==> src/rtl/core/qls_pkg.sv <==
// ----------------------------------------------------------------------------
// qls_pkg
// Shared constants and types for the quorum leader select core.
// ----------------------------------------------------------------------------
`default_nettype none

package qls_pkg;

  localparam int MAX_MEMBERS  = 16;
  localparam int SLOT_W       = 4;
  localparam int UID_W        = 64;
  localparam int PROP_W       = 32;
  localparam int FACTOR_W     = 9;
  localparam int FRAC_W       = 8;
  localparam int CIDX_W       = (MAX_MEMBERS > 1) ? $clog2(MAX_MEMBERS) : 1;
  localparam int CMP_W        = (CIDX_W > SLOT_W) ? CIDX_W : SLOT_W;
  localparam int CNT_W        = $clog2(MAX_MEMBERS + 1);
  localparam int MAJ_W        = CNT_W + FACTOR_W;

  localparam logic [FACTOR_W-1:0] FACTOR_RESET = FACTOR_W'(128);

  // member write broadcast to every cell
  typedef struct packed {
    logic              en;
    logic [SLOT_W-1:0] slot;
    logic              present;
    logic              alive;
    logic              id_known;
    logic [UID_W-1:0]  uid_high;
    logic [UID_W-1:0]  uid_low;
    logic [PROP_W-1:0] proposal;
  } member_wr_t;

  // scan record passed from cell to cell
  typedef struct packed {
    logic              found;
    logic [SLOT_W-1:0] slot;
    logic [PROP_W-1:0] proposal;
    logic [UID_W-1:0]  uid_high;
    logic [UID_W-1:0]  uid_low;
    logic [CNT_W-1:0]  live_cnt;
    logic [CNT_W-1:0]  present_cnt;
  } scan_t;

endpackage

`default_nettype wire

==> src/rtl/core/qls_cell.sv <==
// ----------------------------------------------------------------------------
// qls_cell
// One member slot: holds the member record and folds it into the scan
// record that passes through on its way down the chain.
// ----------------------------------------------------------------------------
`default_nettype none

module qls_cell (
  input  wire logic                       clk,
  input  wire logic                       rst,
  input  wire logic [qls_pkg::CIDX_W-1:0] idx,
  input  wire qls_pkg::member_wr_t        wr,
  input  wire logic                       adv,
  input  wire logic                       up_valid,
  input  wire qls_pkg::scan_t             up,
  output logic                            dn_valid,
  output qls_pkg::scan_t                  dn
);
  import qls_pkg::*;

  logic              present;
  logic              alive;
  logic              id_known;
  logic [UID_W-1:0]  uid_high;
  logic [UID_W-1:0]  uid_low;
  logic [PROP_W-1:0] proposal;

  logic              hit;
  logic              live;
  logic              cand;
  logic              better;
  scan_t             dn_next;

  assign hit  = wr.en && (CMP_W'(wr.slot) == CMP_W'(idx));
  assign live = present && alive;
  assign cand = live && id_known;

  always_ff @(posedge clk) begin
    if (rst) begin
      present  <= 1'b0;
      alive    <= 1'b0;
      id_known <= 1'b0;
    end else if (hit) begin
      present  <= wr.present;
      alive    <= wr.alive;
      id_known <= wr.id_known;
    end
  end

  always_ff @(posedge clk) begin
    if (hit) begin
      uid_high <= wr.uid_high;
      uid_low  <= wr.uid_low;
      proposal <= wr.proposal;
    end
  end

  // ties on proposal go to the lower id, equal ids keep the earlier slot
  always_comb begin
    better = !up.found
          || (proposal > up.proposal)
          || ((proposal == up.proposal)
              && ({uid_high, uid_low} < {up.uid_high, up.uid_low}));
    dn_next             = up;
    dn_next.live_cnt    = up.live_cnt + CNT_W'(live);
    dn_next.present_cnt = up.present_cnt + CNT_W'(present);
    if (cand && better) begin
      dn_next.found    = 1'b1;
      dn_next.slot     = SLOT_W'(idx);
      dn_next.proposal = proposal;
      dn_next.uid_high = uid_high;
      dn_next.uid_low  = uid_low;
    end
  end

  always_ff @(posedge clk) begin
    if (rst) begin
      dn_valid <= 1'b0;
    end else if (adv) begin
      dn_valid <= up_valid;
    end
  end

  always_ff @(posedge clk) begin
    if (adv) begin
      dn <= dn_next;
    end
  end

endmodule

`default_nettype wire

==> config.mk <==
export PLATFORM = sky130hd
export DESIGN_NAME = qls_cell
export DESIGN_NICKNAME = d
export VERILOG_FILES = /design/src/rtl/core/qls_pkg.sv /design/src/rtl/core/qls_cell.sv
export SDC_FILE = /design/constraint.sdc
export NUM_CORES = 1
export LEC_CHECK = 0
export BUFFER_PORTS_ARGS = -buffer_cell sky130_fd_sc_hd__buf_2
export CAP_MARGIN = 25
export CORE_UTILIZATION = 44
export CTS_CLUSTER_SIZE = 30
export DETAILED_ROUTE_END_ITERATION = 10
export PLACE_DENSITY_LB_ADDON = 0.2
export SLEW_MARGIN = 15
export SYNTH_ARGS = -nofsm -noshare
export SYNTH_HDL_FRONTEND = slang
export SYNTH_SLANG_ARGS = --single-unit
==> constraint.sdc <==
create_clock -name clk -period 52.2 [get_ports clk]
set_input_delay 7.83 -clock clk [delete_from_list [all_inputs] [get_ports clk]]
set_output_delay 7.83 -clock clk [all_outputs]
set_load 0.05 [all_outputs]
* Word level (Yosys, flattened, before mapping)
Index checks and enable logic that the tools add are counted.
** Cells by class
- Add/subtract/negate cells :: 2
- $mul :: 0
- Divide/modulo/power cells :: 0
- $lt $le $gt $ge :: 2
- Equality and inequality tests :: 2
- Shift operators :: 0
- Mux-type cells :: 1
- Bitwise operators :: 0
- Reductions and logical operators :: 8
** Operators by type and width (count)
- 2-to-1 mux 164 bit :: 1
- < comparator 128 bit :: 1
- equality test 32 bit :: 1
- > comparator 32 bit :: 1
- adder 5 x 1 -> 5 bit :: 2
- logical AND 1 bit :: 5
- equality test 4 bit :: 1
- logical OR 1 bit :: 2
- logical NOT 1 bit :: 1
** Storage, ports and cells
- Flip-flop bits (word level) :: 339
- Latch bits :: 0
- RAM bits :: 0
- ROM bits :: 0
- Input port bits :: 351
- Word-level logic and storage cells :: 29
- Memories kept :: 0

* Depth between registers and ports, before layout
- Word-level depth :: 5
- Depth in mapped cells :: 12
- Depth with buffers taken out :: 10

* Worst setup path before layout
No wires, ideal clock.
- Path kind :: input to register
- Start :: input idx[3] (netlist bit)
- End :: register alive
- Setup time :: 0.129 ns
- Arrival :: 24.659 ns
- Required time :: 52.071 ns
- Setup slack :: 27.412 ns
- Stages :: 4
- Buffers on the path :: 0
- Path through :: xor2_1 > nor4_1 > mux2i_1 > nor2_1
** On the way
- Word-level cells in the longest chain between the ends :: 2
** RTL lines
- from (decl) :: RTL line qls_cell.sv:11 : input wire logic [qls_pkg::CIDX_W-1:0] idx,
- equality test 4 bit :: RTL line qls_cell.sv:34 : assign hit = wr.en && (CMP_W'(wr.slot) == CMP_W'(idx));
- logical AND 1 bit :: RTL line qls_cell.sv:34
- net hit :: RTL line qls_cell.sv:28 : logic hit;
- to (signal assigned) :: RTL line qls_cell.sv:45 : alive <= wr.alive;
- to (decl) :: RTL line qls_cell.sv:22 : logic alive;
The timed path passes the listed nets, and every way through them passes these cells.
A chain may end at the register's enable or synchronous reset.

==> summary.md <==
| Metric | Value |
|---|---|
| Clk_lat worst skew | 570 ps |
| Syn_area_per_cell | between 9 and 10 um2 |
| Max incr delay on CP | a little under 800 ps |
| Clock Path Buffers | 3 |
| Proportion of layout cells with a drive suffix above 1 | around a quarter |
| Cell family with most CP delay | buffers and inverters |
| FP Rows | 78 |
| Worst path slowest cell | o2111a_4 |
| Worst slew pin tran | 1260 ps |
| Synth Area in Simple Gates | around a fifth |
| Achievable frequency | 81.9 MHz |
| CP Buf/Inv Count | 5 |
| Main combinational cell family by area after synthesis | simple AND/OR/NAND/NOR gates |
| Start point of the critical path | up[161] |
| Synthesized cell area | 20,300 um2 |
| DIE AREA | between 40,000 and 50,000 um2 |
| Routability cong. | 0.895 |
| GRT Residual Overflow | 0 |
| Leak | between 9 and 10 nW |
| Max IR drop VDD | approximately 0.025 mV |
| Crit-path most repeated cell | buf_4 |
| Setup CP Type | input pin to flip-flop |
| Synth Area in XOR/XNOR | 0.431% |
| Synth area leaders | edfxtp_1 (50%), ha_1 (10%), nand2_1 (6.9%) |
| Worst Path Required | between 50,000 and 60,000 ps |
| Final Slew Violations | 0 |
| Crit start category | input pin |
| Die W | approximately 220 um |
| First-pass GRT wire length | slightly below 100,000 um |
| Worst-path fanout max | 74 |
| Area growth syn-to-layout | 21.4% |
| Worst slew margin | between 15 and 20% |
| Setup repair bufs after CTS | 0 |
| Outcome | finished, final reports clean |
| CTS sink count | roughly 340 |
| Post-CTS Resized | 0 |
| Starting density of the core | about 45% |
| PD cells | about 30 nW/um2 |
| Top-area cell type share of the netlist area | roughly half |
| Final period utilization | between 20% and 30% |
| Min-delay worst type | flip-flop to flip-flop |
| Count leader, synth | nand2_1 |
| Crit path time final | between 10,000 and 15,000 ps |
| Setup slack, reg-to-reg | roughly 47,000 ps |
| Clock slew at reported path FFs | roughly 60 ps |
| Setup TNS | 0 ps |
| CP arrival | 12,630 ps |
| Final wirelength | roughly 66,000 um |
| Core Util, Final | 54.2% |
| IO Port Bufs | roughly 530 |
| Net Count, Synth | between 2,000 and 3,000 |
| H-tree levels | 2 |
| Maximum Capacitance Violations | 0 |
| Clock Tree Root | clkbuf_16 |
| Pin count of the biggest net entering global routing | 181 |
| Worst hold path depth | 2 |
| Seq/Total Area, Yosys | 49.9% |
| Flops & latches, synth | around 340 |
| Setup Viol. Count Final | 0 |
| DP HPWL | around 44,000 um |
| Core Area | roughly 45,000 um2 |
| Async S/R FF share, synth | 0% |
| Vias in the first global route | roughly 18,000 |
| Hold Fails Final Rpt | 0 |
| Hold path start | dn_valid |
| Final #Nets | ~3,000 |
| CP Capture Type | flip-flop |
| DR DRC count | 0 |
| Unrepaired setup endpoints after global routing | false |
| Num CTS Buffers | 42 |
| Initial DRC Count | about 1,900 |
| Cell variety after synth | 51 |
| Top FF cell, synth | edfxtp_1 |
| Vias | ~19,000 |
| Number of antenna violations at the first check in global routing | 31 |
| Hold endpoint | dn_valid |
| Commonest cells in the synthesized netlist | nand2_1 (373), edfxtp_1 (335), nand4_1 (195) |
| Reg-to-Reg Start | proposal[23] |
| GRT Util Overall | 26.8% |
| Warnings from Yosys | 0 |
| DRT antenna net count | 0 |
| Synth Area in Compound Gates | 13.9% |
| Area leader, netlist | edfxtp_1 |
| Design Power | between 700 and 800 uW |
| Post-CTS Hold Buffers | 0 |
| Cells on worst reg2reg path | 12 |
| Clk_skew | approximately 13 ps |
| CTS tree | yes |
| Detailed Routing Iterations Pass 1 | 6 |
| Crit-path cells | buf_2 -> inv_1 -> ha_1 -> nand4_1 -> or4_1 -> or4_4 -> nand3b_1 -> o2111a_4 -> nor2b_4 -> buf_4 -> buf_4 -> buf_16 -> nand2_1 -> nand3_1 |
| Mux cell area share after synthesis | less than 1% |
| DR vias/cell | a little under 6 |
| FF-to-FF End | dn[144] |
| Cells after Synth | 2,095 |
| Adder-Cell Fraction of Synth Area | around a tenth |
| Die Y | around 220 um |
| EDFF count, synth | 335 |
| Wire length per cell | a little over 20 um |
| Boundary pin count | approximately 530 |
## where the power goes
| part | switching [mW] | internal [mW] |
|---|---|---|
| combinational | 0.0809 | 0.0374 |
| sequential | 0.00658 | 0.316 |
| clock | 0.117 | 0.175 |
| total | 0.205 | 0.528 |
## worst reg2reg max path: cells and delay by family, from the launching register on
kind	cells	cell delay (ps)
simple gates	7	1860
compound gates	1	780
buf+inv	3	1700
flops	1	430
fa+ha+maj	1	340
## metrics by stage
stage	hold slack (ps)	area, um2	setup slack, ps	std cells
finish	496	24700	39990	3179
global route	535	24600	39760	3169
CTS	497	24600	40020	3149
detailed placement	482	23200	39440	3075
global placement	471	23100	39310	3073
floorplan	467	20300	27410	2095
## kinds of logic after synthesis
logic type	count (synthesis)
buffers and inverters	325
and+or+nand+nor	799
xor gates and xnor gates	10
adders and majority gates	163
AOI/OAI and AO/OA	455
muxes	4
DFF	339
## cells in the final DEF, fill, tap and decap left out, types with 30 or more instances in the layout
| cell | n |
|---|---|
| o21ai_0 | 30 |
| edfxtp_1 | 335 |
| a31oi_1 | 165 |
| clkbuf_16 | 45 |
| a21oi_1 | 58 |
| o22ai_1 | 158 |
| inv_1 | 163 |
| nand4_1 | 195 |
| buf_2 | 525 |
| nand2_1 | 373 |
| nand3_1 | 178 |
| ha_1 | 163 |
## cell type report
class                           instances  area [um2]
Multi-Input combinational cell       1431        8860
Clock inverter                         22         199
Sequential cell                       339       10100
Fill cell                            4032       20800
Timing Repair Buffer                  543        2870
Antenna cell                           29        72.6
Inverter                              163         612
Clock buffer                           52        1150
Tap cell                              600         751
## worst max-delay path by stage
stage,cells past startpoint,end
finish,14,dn[144]
global route,14,dn[144]
CTS,14,dn[144]
detailed placement,14,dn[146]
global placement,13,dn[86]
floorplan,4,alive
## registers in the layout, summed over array words and instances, names as in the netlist
name	cells
alive	1
present	1
id_known	1
uid_high	64
proposal	32
uid_low	64
dn	175
dn_valid	1
## per-layer routing
layer / up-vias / GRT usage, % / wire length [um]
li1: 8874 / - / -
met1: 9042 / 33.2 / 25800
met2: 900 / 45.6 / 32300
met3: 124 / 5.35 / 5730
met4: 14 / 10.7 / 1990
met5: - / 0 / 90
No activity file was read; power rests on OpenSTA's default activity.
